[config.mk]
export PLATFORM = sky130hd
export DESIGN_NAME = dual_ultrasonic_echo_ranger
export DESIGN_NICKNAME = d
export VERILOG_FILES = /design/src/sv/dure_pkg.sv /design/src/sv/dure_lane.sv /design/src/sv/dure_ctrl.sv /design/src/sv/dual_ultrasonic_echo_ranger.sv
export SDC_FILE = /design/constraint.sdc
export NUM_CORES = 2
export LEC_CHECK = 0
export BUFFER_PORTS_ARGS = -buffer_cell sky130_fd_sc_hd__buf_2
export CORE_MARGIN = 5
export CORE_UTILIZATION = 25
export CTS_BUF_LIST = sky130_fd_sc_hd__clkbuf_8
export DETAILED_ROUTE_END_ITERATION = 6
export PLACE_DENSITY = 0.47
export SLEW_MARGIN = 20
export SYNTH_ARGS = -nofsm -noshare
export SYNTH_HDL_FRONTEND = slang
export SYNTH_SLANG_ARGS = --single-unit
[constraint.sdc]
create_clock -name clock -period 6.9 [get_ports clock]
set_input_delay 0 -clock clock [delete_from_list [all_inputs] [get_ports clock]]
set_output_delay 0 -clock clock [all_outputs]
set_load 0.01 [all_outputs]
[src/sv/dure_pkg.sv]
// ----------------------------------------------------------------------------
// dure_pkg
// types and constants of the dual ultrasonic echo ranger
// ----------------------------------------------------------------------------
`default_nettype none

package dure_pkg;

   localparam int unsigned CNT_W = 16;
   localparam int unsigned CFG_W = 16;
   localparam int unsigned CMP_W = (CNT_W > CFG_W) ? CNT_W : CFG_W;
   localparam logic [CNT_W-1:0] CNT_MAX = '1;

   localparam logic [CFG_W-1:0] TRIG_RST    = CFG_W'(15);
   localparam logic [CFG_W-1:0] TIMEOUT_RST = CFG_W'(2000);

   // width to centimetres: width * SOUND_NUM / SOUND_DEN, saturated
   localparam int unsigned DIST_W    = 8;
   localparam int unsigned DIST_MAX  = (1 << DIST_W) - 1;
   localparam int unsigned SOUND_NUM = 346;
   localparam int unsigned SOUND_DEN = 20000;
   localparam int unsigned SAT_THR   = ((DIST_MAX + 1) * SOUND_DEN + SOUND_NUM - 1) / SOUND_NUM;
   localparam int unsigned KEEP_W    = $clog2(SAT_THR);
   localparam int unsigned X_W       = $clog2(SAT_THR * SOUND_NUM);
   localparam int unsigned RSH       = X_W + $clog2(SOUND_DEN);
   localparam longint unsigned RECIP = ((64'd1 << RSH) + SOUND_DEN - 1) / SOUND_DEN;
   localparam int unsigned RCP_W     = $clog2(RECIP);
   localparam int unsigned PROD_W    = X_W + RCP_W;

   typedef enum logic [1:0] {
      PH_IDLE,
      PH_TRIG,
      PH_MEAS
   } phase_type;

   typedef enum logic {
      REG_TRIGGER,
      REG_TIMEOUT
   } csr_reg_type;

   typedef struct packed {
      logic start_req;
      logic skip_measure;
      logic echo_left;
      logic echo_right;
   } req_type;

   typedef struct packed {
      logic              trigger_out;
      logic              busy_res;
      logic              done_res;
      logic [DIST_W-1:0] distance_left;
      logic [DIST_W-1:0] distance_right;
   } rsp_type;

   typedef struct packed {
      logic             valid;
      csr_reg_type      idx;
      logic [CFG_W-1:0] data;
   } csr_wr_type;

   typedef struct packed {
      logic trigger;
      logic busy;
      logic done;
   } flags_type;

   // one item leaving the controller: status plus per-side pulse width
   typedef struct packed {
      flags_type                  flags;
      logic [1:0]                 ok;
      logic [1:0][CNT_W-1:0]      width;
   } ctrl_item_type;

endpackage

`default_nettype wire

[src/sv/dure_lane.sv]
// ----------------------------------------------------------------------------
// dure_lane
// two-stage pulse width to centimetre conversion for one sensor side
// ----------------------------------------------------------------------------
`default_nettype none

module dure_lane import dure_pkg::*; (
   input  wire logic              clock,
   input  wire logic              load_a,
   input  wire logic              load_b,
   input  wire logic              ok,
   input  wire logic [CNT_W-1:0]  width,
   output logic      [DIST_W-1:0] cm
);

   logic [X_W-1:0]    x_ff, x_in;
   logic              sat_ff, sat_in;
   logic              zero_ff, zero_in;
   logic [DIST_W-1:0] cm_ff, cm_in;
   logic [KEEP_W-1:0] w_keep;
   logic [PROD_W-1:0] prod;

   // stage a: saturation check and scale by the sound constant
   always_comb begin
      w_keep  = KEEP_W'(width);
      sat_in  = 32'(width) >= SAT_THR;
      zero_in = !ok;
      x_in    = X_W'(w_keep) * X_W'(SOUND_NUM);
   end

   // stage b: divide by reciprocal multiply, exact below the saturation point
   always_comb begin
      prod = PROD_W'(x_ff) * PROD_W'(RECIP);
      priority if (zero_ff) begin
         cm_in = '0;
      end else if (sat_ff) begin
         cm_in = '1;
      end else begin
         cm_in = prod[RSH +: DIST_W];
      end
   end

   always_ff @(posedge clock) begin
      if (load_a) begin
         x_ff    <= x_in;
         sat_ff  <= sat_in;
         zero_ff <= zero_in;
      end
      if (load_b) begin
         cm_ff <= cm_in;
      end
   end

   assign cm = cm_ff;

endmodule

`default_nettype wire

[src/sv/dure_ctrl.sv]
// ----------------------------------------------------------------------------
// dure_ctrl
// trigger and echo timing sequencer, one tick per accepted item
// ----------------------------------------------------------------------------
`default_nettype none

module dure_ctrl import dure_pkg::*; (
   input  wire logic          clock,
   input  wire logic          reset,
   input  wire csr_wr_type    csr_wr,
   input  wire logic          accept,
   input  wire req_type       req,
   output ctrl_item_type      item
);

   phase_type                phase_ff, phase_in;
   logic [CNT_W-1:0]         tick_ff, tick_in;
   logic [1:0][CNT_W-1:0]    rise_ff, rise_in;
   logic [1:0][CNT_W-1:0]    fall_ff, fall_in;
   logic [1:0]               rise_seen_ff, rise_seen_in;
   logic [1:0]               fall_seen_ff, fall_seen_in;
   logic [CFG_W-1:0]         trig_len_ff, timeout_ff;
   logic [CFG_W-1:0]         tlen;
   logic [CNT_W-1:0]         tick_inc;
   logic [1:0]               echo;

   always_comb begin
      tlen     = (trig_len_ff == '0) ? CFG_W'(1) : trig_len_ff;
      tick_inc = (tick_ff == CNT_MAX) ? CNT_MAX : tick_ff + CNT_W'(1);
      echo     = {req.echo_right, req.echo_left};

      phase_in     = phase_ff;
      tick_in      = tick_ff;
      rise_in      = rise_ff;
      fall_in      = fall_ff;
      rise_seen_in = rise_seen_ff;
      fall_seen_in = fall_seen_ff;
      item.flags   = '0;
      item.ok      = '0;

      unique case (phase_ff)
         PH_IDLE: begin
            if (req.start_req) begin
               if (req.skip_measure) begin
                  item.flags.done = 1'b1;
               end else begin
                  item.flags.trigger = 1'b1;
                  item.flags.busy    = 1'b1;
                  rise_in            = '0;
                  fall_in            = '0;
                  rise_seen_in       = '0;
                  fall_seen_in       = '0;
                  if (tlen == CFG_W'(1)) begin
                     phase_in = PH_MEAS;
                     tick_in  = '0;
                  end else begin
                     phase_in = PH_TRIG;
                     tick_in  = CNT_W'(1);
                  end
               end
            end
         end
         PH_TRIG: begin
            item.flags.trigger = 1'b1;
            item.flags.busy    = 1'b1;
            tick_in            = tick_inc;
            if (CMP_W'(tick_inc) >= CMP_W'(tlen) || tick_inc == CNT_MAX) begin
               phase_in = PH_MEAS;
               tick_in  = '0;
            end
         end
         PH_MEAS: begin
            for (int s = 0; s < 2; s++) begin
               if (!rise_seen_ff[s]) begin
                  if (echo[s]) begin
                     rise_in[s]      = tick_ff;
                     rise_seen_in[s] = 1'b1;
                  end
               end else if (!fall_seen_ff[s]) begin
                  if (!echo[s]) begin
                     fall_in[s]      = tick_ff;
                     fall_seen_in[s] = 1'b1;
                  end
               end
            end
            priority if (&fall_seen_in) begin
               item.flags.done = 1'b1;
            end else if (CMP_W'(tick_ff) > CMP_W'(timeout_ff) || tick_ff == CNT_MAX) begin
               item.flags.done = 1'b1;
            end else begin
               tick_in         = tick_inc;
               item.flags.busy = 1'b1;
            end
            if (item.flags.done) begin
               phase_in = PH_IDLE;
               item.ok  = rise_seen_in & fall_seen_in;
            end
         end
         default: begin
            phase_in = PH_IDLE;
         end
      endcase

      for (int s = 0; s < 2; s++) begin
         item.width[s] = fall_in[s] - rise_in[s];
      end
   end

   always_ff @(posedge clock) begin
      if (reset) begin
         phase_ff     <= PH_IDLE;
         tick_ff      <= '0;
         rise_ff      <= '0;
         fall_ff      <= '0;
         rise_seen_ff <= '0;
         fall_seen_ff <= '0;
      end else if (accept) begin
         phase_ff     <= phase_in;
         tick_ff      <= tick_in;
         rise_ff      <= rise_in;
         fall_ff      <= fall_in;
         rise_seen_ff <= rise_seen_in;
         fall_seen_ff <= fall_seen_in;
      end
   end

   always_ff @(posedge clock) begin
      if (reset) begin
         trig_len_ff <= TRIG_RST;
         timeout_ff  <= TIMEOUT_RST;
      end else if (csr_wr.valid) begin
         unique case (csr_wr.idx)
            REG_TRIGGER: trig_len_ff <= csr_wr.data;
            REG_TIMEOUT: timeout_ff  <= csr_wr.data;
         endcase
      end
   end

endmodule

`default_nettype wire

[src/sv/dual_ultrasonic_echo_ranger.sv]
// Pipeline: an accepted item passes the controller register, two conversion
//   stages in each side lane and the output register before it is shown.
// Throughput: one item per cycle while rsp_ready does not stall the output; the lanes convert both sides in parallel.
// Reset: synchronous, active high; sequencer idle, held distances zero,
//   trigger length 15 and timeout 2000 ticks, pipeline empty.
// ----------------------------------------------------------------------------
// dual_ultrasonic_echo_ranger
// two-channel ultrasonic ranging controller top level
// ----------------------------------------------------------------------------
`default_nettype none

module dual_ultrasonic_echo_ranger import dure_pkg::*; (
   input  wire logic             clock,
   input  wire logic             reset,
   input  wire logic             req_valid,
   output logic                  req_ready,
   input  wire req_type          req_data,
   output logic                  rsp_valid,
   input  wire logic             rsp_ready,
   output rsp_type               rsp_data,
   input  wire logic             csr_valid,
   output logic                  csr_ready,
   input  wire logic             csr_index,
   input  wire logic [CFG_W-1:0] csr_wdata
);

   csr_wr_type          csr_wr;
   ctrl_item_type       item;
   logic                accept;

   logic                s1_valid_ff, s1_valid_in;
   ctrl_item_type       s1_item_ff;
   logic                s2_valid_ff, s2_valid_in;
   flags_type           s2_flags_ff;
   logic                s3_valid_ff, s3_valid_in;
   flags_type           s3_flags_ff;
   logic                rsp_valid_ff, rsp_valid_in;
   rsp_type             rsp_data_ff, rsp_data_in;
   logic [1:0][DIST_W-1:0] hold_ff, hold_in;
   logic [1:0][DIST_W-1:0] cm;

   logic rdy_out, rdy3, rdy2, rdy1;
   logic load_s2, load_s3, load_out;

   assign csr_ready    = 1'b1;
   assign csr_wr.valid = csr_valid;
   assign csr_wr.idx   = csr_reg_type'(csr_index);
   assign csr_wr.data  = csr_wdata;

   // stage-wise ready so empty stages keep filling behind a held result
   always_comb begin
      rdy_out  = !rsp_valid_ff || rsp_ready;
      rdy3     = !s3_valid_ff || rdy_out;
      rdy2     = !s2_valid_ff || rdy3;
      rdy1     = !s1_valid_ff || rdy2;
      accept   = req_valid && rdy1;
      load_s2  = s1_valid_ff && rdy2;
      load_s3  = s2_valid_ff && rdy3;
      load_out = s3_valid_ff && rdy_out;

      s1_valid_in  = accept   ? 1'b1 : (load_s2  ? 1'b0 : s1_valid_ff);
      s2_valid_in  = load_s2  ? 1'b1 : (load_s3  ? 1'b0 : s2_valid_ff);
      s3_valid_in  = load_s3  ? 1'b1 : (load_out ? 1'b0 : s3_valid_ff);
      rsp_valid_in = load_out ? 1'b1 : (rsp_ready ? 1'b0 : rsp_valid_ff);
   end

   assign req_ready = rdy1;

   dure_ctrl u_ctrl (
      .clock  (clock),
      .reset  (reset),
      .csr_wr (csr_wr),
      .accept (accept),
      .req    (req_data),
      .item   (item)
   );

   for (genvar g = 0; g < 2; g++) begin : g_lane
      dure_lane u_lane (
         .clock  (clock),
         .load_a (load_s2),
         .load_b (load_s3),
         .ok     (s1_item_ff.ok[g]),
         .width  (s1_item_ff.width[g]),
         .cm     (cm[g])
      );
   end

   // merge: a finished measurement replaces the held distances
   always_comb begin
      hold_in = hold_ff;
      if (load_out && s3_flags_ff.done) begin
         hold_in = cm;
      end
      rsp_data_in.trigger_out    = s3_flags_ff.trigger;
      rsp_data_in.busy_res       = s3_flags_ff.busy;
      rsp_data_in.done_res       = s3_flags_ff.done;
      rsp_data_in.distance_left  = hold_in[0];
      rsp_data_in.distance_right = hold_in[1];
   end

   always_ff @(posedge clock) begin
      if (reset) begin
         s1_valid_ff  <= 1'b0;
         s2_valid_ff  <= 1'b0;
         s3_valid_ff  <= 1'b0;
         rsp_valid_ff <= 1'b0;
         hold_ff      <= '0;
      end else begin
         s1_valid_ff  <= s1_valid_in;
         s2_valid_ff  <= s2_valid_in;
         s3_valid_ff  <= s3_valid_in;
         rsp_valid_ff <= rsp_valid_in;
         hold_ff      <= hold_in;
      end
   end

   always_ff @(posedge clock) begin
      if (accept) begin
         s1_item_ff <= item;
      end
      if (load_s2) begin
         s2_flags_ff <= s1_item_ff.flags;
      end
      if (load_s3) begin
         s3_flags_ff <= s2_flags_ff;
      end
      if (load_out) begin
         rsp_data_ff <= rsp_data_in;
      end
   end

   assign rsp_valid = rsp_valid_ff;
   assign rsp_data  = rsp_data_ff;

endmodule

`default_nettype wire

* Word-level counts from Yosys, hierarchy flattened
Index checks and enable logic that the tools add are counted.
** Storage, ports and cells
- Word-level logic and storage cells :: 168
- Bits of input ports :: 26
- Register bits after elaboration :: 264
** Cells by class
- Bitwise logic cells :: 2
- Reductions and logical operators :: 32
- Order comparisons :: 4
- Eq/ne operators :: 11
- Muxes and demuxes :: 71
- Add/subtract/negate cells :: 3
- Multipliers :: 4
** Operator list (count)
- 2-to-1 mux 16 bit :: 18
- 2-to-1 mux 32 bit :: 4
- one-hot mux 32 bit (2 select lines) :: 2
- multiplier 22 x 21 -> 42 bit, second input constant :: 2
- one-hot mux 16 bit (3 select lines) :: 1
- multiplier 14 x 8 -> 22 bit, second input constant :: 2
- equality test 16 bit, second input constant :: 2
- greater-or-equal comparator 16 x 14 -> 1 bit, second input constant :: 2
- subtractor 16 bit :: 2
- 2-to-1 mux 1 bit :: 29
- adder 16 x 1 -> 16 bit, second input constant :: 1
- equality test 16 x 1 -> 1 bit, second input constant :: 1
- greater-or-equal comparator 16 bit :: 1
- > comparator 16 bit :: 1
- zero test 16 bit :: 1
- 2-to-1 mux 2 bit :: 8
- 2-to-1 mux 8 bit :: 2
- nonzero test 2 bit :: 5
- != test 2 bit, second input constant :: 4
- one-hot mux 2 bit (2 select lines) :: 2
- AND reduction 2 bit :: 4
- zero test 1 bit :: 6
- logical OR 1 bit :: 6
- one-hot mux 2 bit (3 select lines) :: 1
- other kinds (14) :: 20

* Longest topological paths before layout
- Word-level depth :: 9
- Mapped depth :: 23

* Modules after synthesis
Synthesis repeated with hierarchy kept, for this count alone.
** Second synthesis, totals
- Cell total of the unflattened synthesis :: 3350
- Area, all modules :: 33388.3 um^2
** Modules (own cells, without submodules)
- dure_lane at g_lane[1].u_lane :: times used 1, area each 11451.0 um^2, cells an instance 1118
- dure_lane at g_lane[0].u_lane :: times used 1, area each 11060.6 um^2, cells an instance 1080
- dure_ctrl :: times used 1, area each 7837.5 um^2, cells an instance 980
- dual_ultrasonic_echo_ranger :: times used 1, area each 3039.2 um^2, cells an instance 172

* Least setup slack after synthesis
OpenSTA, ideal clock, no wires.
- Kind :: reg2reg
- Start point :: register g_lane[0].u_lane.x_ff[9]
- End point :: register g_lane[0].u_lane.cm_ff[0] (data pin)
- Stages on the path, launching flop included :: 22
- Arrival :: 6.096 ns
- Buffers on the path :: 0
- Setup slack :: 0.528 ns
- Data required time :: 6.625 ns
- Cell sequence :: edfxtp_1 ha_1 fa_1 inv_1 fa_1 fa_1 inv_1 fa_1 fa_1 inv_1 fa_1 inv_1 ha_1 a2111oi_0 o21ai_0 o2111ai_1 a21oi_1 o31a_1 a311oi_2 o21ai_1 a2111oi_0 a2111oi_1
** Between the ends
- Word-level cells in the longest chain between the ends :: 2
** RTL lines
- from (decl) :: RTL line dure_lane.sv:16 : logic [X_W-1:0] x_ff, x_in;
- from (signal assigned) :: RTL line dure_lane.sv:45 : x_ff <= x_in;
- multiplier 22 x 21 -> 42 bit :: RTL line dure_lane.sv:33 : prod = PROD_W'(x_ff) * PROD_W'(RECIP);
- 2-to-1 mux 8 bit :: RTL line dure_lane.sv:36 : end else if (sat_ff) begin
- to (signal assigned) :: RTL line dure_lane.sv:50 : cm_ff <= cm_in;
- to (decl) :: RTL line dure_lane.sv:19 : logic [DIST_W-1:0] cm_ff, cm_in;
Every way passes these cells.
A chain may end at the register's enable or synchronous reset.

* Worst setup path in the final report
- Start point :: register g_lane[0].u_lane.x_ff[11]
- End point :: register g_lane[0].u_lane.cm_ff[0] (data pin)
Same word-level chain as after synthesis.

==> impl_metrics.ini <==
[final_layout]
layout_commonest_cell = inv_1
fin_cells = 5162
syn_to_final_growth_pct = 13.0
final_core_util = 0.283
final_layout_size_suffix_gt1_frac = 0.0656
layout_common_cells = inv_1, ha_1, fa_1
nets = 4411

[clock_tree]
clkSlewWorstSetupHoldPaths_ns = 0.06
clock-sinks = 264
cts_tree = built
cts-htree-levels = 2
insertion_delay_ns = 0.68
cts_buffers = 50
clk_path_buf_depth = 3
cts-root-buf = clkbuf_8

[synthesis]
yosys.area.top_type_share = 0.256
synth_warnings = 0
yosysTopAreaCell = fa_1
synth_area_leaders = fa_1, ha_1, edfxtp_1, inv_1, dfxtp_1
async_flop_share = 0
ys_seq_elements = 264
syn-num-nets = 4279
syn_area_per_cell_sq_um = 9.99
ys_seq_area_frac = 0.202
synth.distinct_cells = 77
synth_edf_count = 126
synth_area_sq_um = 32400
synth_cells = 3242
synth-main-ff-cell = dfxtp_1

[die]
initial_utilization = 0.251
rows = 132
dieArea_sq_um = 137000
die_x_microns = 370
core_area_sq_um = 129000
fp.dieH_microns = 370
boundaryPins = 48

[route]
drt-total-wl_microns = 79500
drtPass1Iterations = 5
postRouteAntennaNets = 0
drtIter0Drc = 1016
detail_route.wl_per_cell_microns = 15.4
drc = 0
num_vias = 21846
viasPerCell = 4.23

[timing]
hold_violations = 0
finalCritPeriodShare = 0.957
rsz0062_at_grt = true
slew_viol_final = 0
fin_crit_ns = 6.61
setup_viol = 0
worst_slew_pin_slew_ns = 0.789
relSlewSlack = 0.474
max_freq_ghz = 0.151
fin_skew_ns = 0.0456

[min_path]
hold_path_class = input pin to register
hold_depth = 4
min_from = csr_wdata[6]
min_to = u_ctrl.timeout_ff[6]

[critical_path]
cp.required_ns = 7.33
crit_path_end_kind = register
r2r-end = g_lane[0].u_lane.cm[0]
critPathLaunch = g_lane[0].u_lane.x_ff[11]
crit_type = register to register
crit_fanout = 4
worst_setup_path_start_kind = register
rrSetupSlack_ns = 0.29
worst_r2r_path_depth = 21
regToRegStartpoint = g_lane[0].u_lane.x_ff[11]
arrival_ns = 7.03

[global_route]
overflow = 0
grt_max_degree = 75
grt_pass1_wl_microns = 129000
antenna_found_initial = 5
track_usage = 0.118
grt_pass1_vias = 23080

[placed_design]
io_buffers = 46
gp_congestion = 0.852
dp.cells = 5008
dp_hpwl_microns = 66300

[outcome]
status = finished clean

[job]
maxCapViolations = 0
worst max-delay path by stage:
stage / end / cells after the start
6_report: g_lane[0].u_lane.cm[0] / 21
2_1_floorplan: g_lane[0].u_lane.cm[0] / 21
3_5_place_dp: g_lane[0].u_lane.cm[0] / 21
5_1_grt: g_lane[0].u_lane.cm[0] / 21
4_1_cts: g_lane[0].u_lane.cm[0] / 21
3_3_place_gp: g_lane[0].u_lane.cm[0] / 21
cell usage after synthesis (24+ instances only):
master / n
a21o_1: 44
nor2_1: 131
a22o_1: 45
edfxtp_1: 126
clkbuf_1: 52
a21oi_1: 162
a211oi_1: 41
a22oi_1: 39
fa_1: 414
ha_1: 597
nand3_1: 37
xnor2_1: 61
nor2b_1: 27
inv_1: 760
dfxtp_1: 138
nor3_1: 24
o21ai_0: 56
nand2_1: 172
xor2_1: 27
metrics by stage:
stage | setup WS [ns] | TNS (ns) | hold WS (ns) | cell area, sq um
after global placement | 0.224 | 0 | 0.249 | 34800
after floorplan | 0.528 | 0 | 0.124 | 32400
after global routing | -0.0820 | -0.0820 | 0.0958 | 36600
after CTS | 0.106 | 0 | 0.0496 | 36500
after detailed placement | 0.122 | 0 | 0.252 | 34800
final | 0.295 | 0 | 0.120 | 36600
worst max-delay path, stage by stage, from the launching register on:
cell	delay, ns
edfxtp_1	0.47
ha_1	0.45
inv_1	0.13
fa_1	0.49
fa_1	0.53
inv_1	0.05
fa_1	0.47
fa_1	0.52
fa_1	0.54
inv_1	0.05
fa_1	0.53
inv_1	0.05
ha_1	0.23
a2111oi_2	0.28
o21ai_1	0.11
o2111ai_1	0.12
a21oi_1	0.10
o31a_1	0.26
a311oi_2	0.28
o21ai_1	0.14
and3_1	0.18
a2111oi_1	0.40
what timing repair did:
action / CTS / global route
hold buffers: 55 / 0
setup buffers: 0 / 1
setup endpoints to repair: 0 / 6
endpoints found under the hold margin: 92 / 0
resized for setup: 0 / 9
metal layers:
layer	GRT usage	part of all wire	up-vias
met5	0	0	-
met2	0.189	0.44	293
li1	-	-	10955
met3	0.0171	0.036	67
met4	0.0221	0.016	0
met1	0.169	0.50	10531
cells by family after synthesis:
logic type               share of synthesized area
AO/OA/AOI/OAI                                0.107
flip-flops                                   0.202
other                                     0.000116
XOR/XNOR                                    0.0238
adder cells (fa/ha/maj)                      0.487
AND/OR/NAND/NOR                             0.0753
buffers and inverters                       0.0974
multiplexers                               0.00746
layout make-up:
| class | instances | area (sq um) |
|---|---|---|
| tap | 1742 | 2180 |
| clock buffer | 61 | 840 |
| multi-input combinational | 2151 | 22700 |
| inverter | 761 | 2860 |
| timing repair buffer | 146 | 1120 |
| antenna | 5 | 12.5 |
| fill | 13753 | 92600 |
| sequential | 264 | 6550 |
| clock inverter | 32 | 308 |
state kept, by name, summed over array words and instances, names as in the netlist:
name / flops
rsp_valid: 1
g_lane.u_lane.x_ff: 44
g_lane.u_lane.zero_ff: 2
rsp_data: 19
u_ctrl.timeout_ff: 16
g_lane.u_lane.cm: 16
s3_valid_ff: 1
s1_valid_ff: 1
u_ctrl.trig_len_ff: 16
rsp_data_in: 3
u_ctrl.phase_ff: 2
s2_flags_ff: 3
g_lane.u_lane.sat_ff: 2
u_ctrl.tick_ff: 16
u_ctrl.fall_seen_ff: 2
s1_item_ff: 37
u_ctrl.rise_ff: 32
hold_ff: 16
u_ctrl.fall_ff: 32
s2_valid_ff: 1
u_ctrl.rise_seen_ff: 2
Power is left out: the tool's default activity adds up to more than one toggle a clock period on the data nets, which glitch-free logic cannot reach.
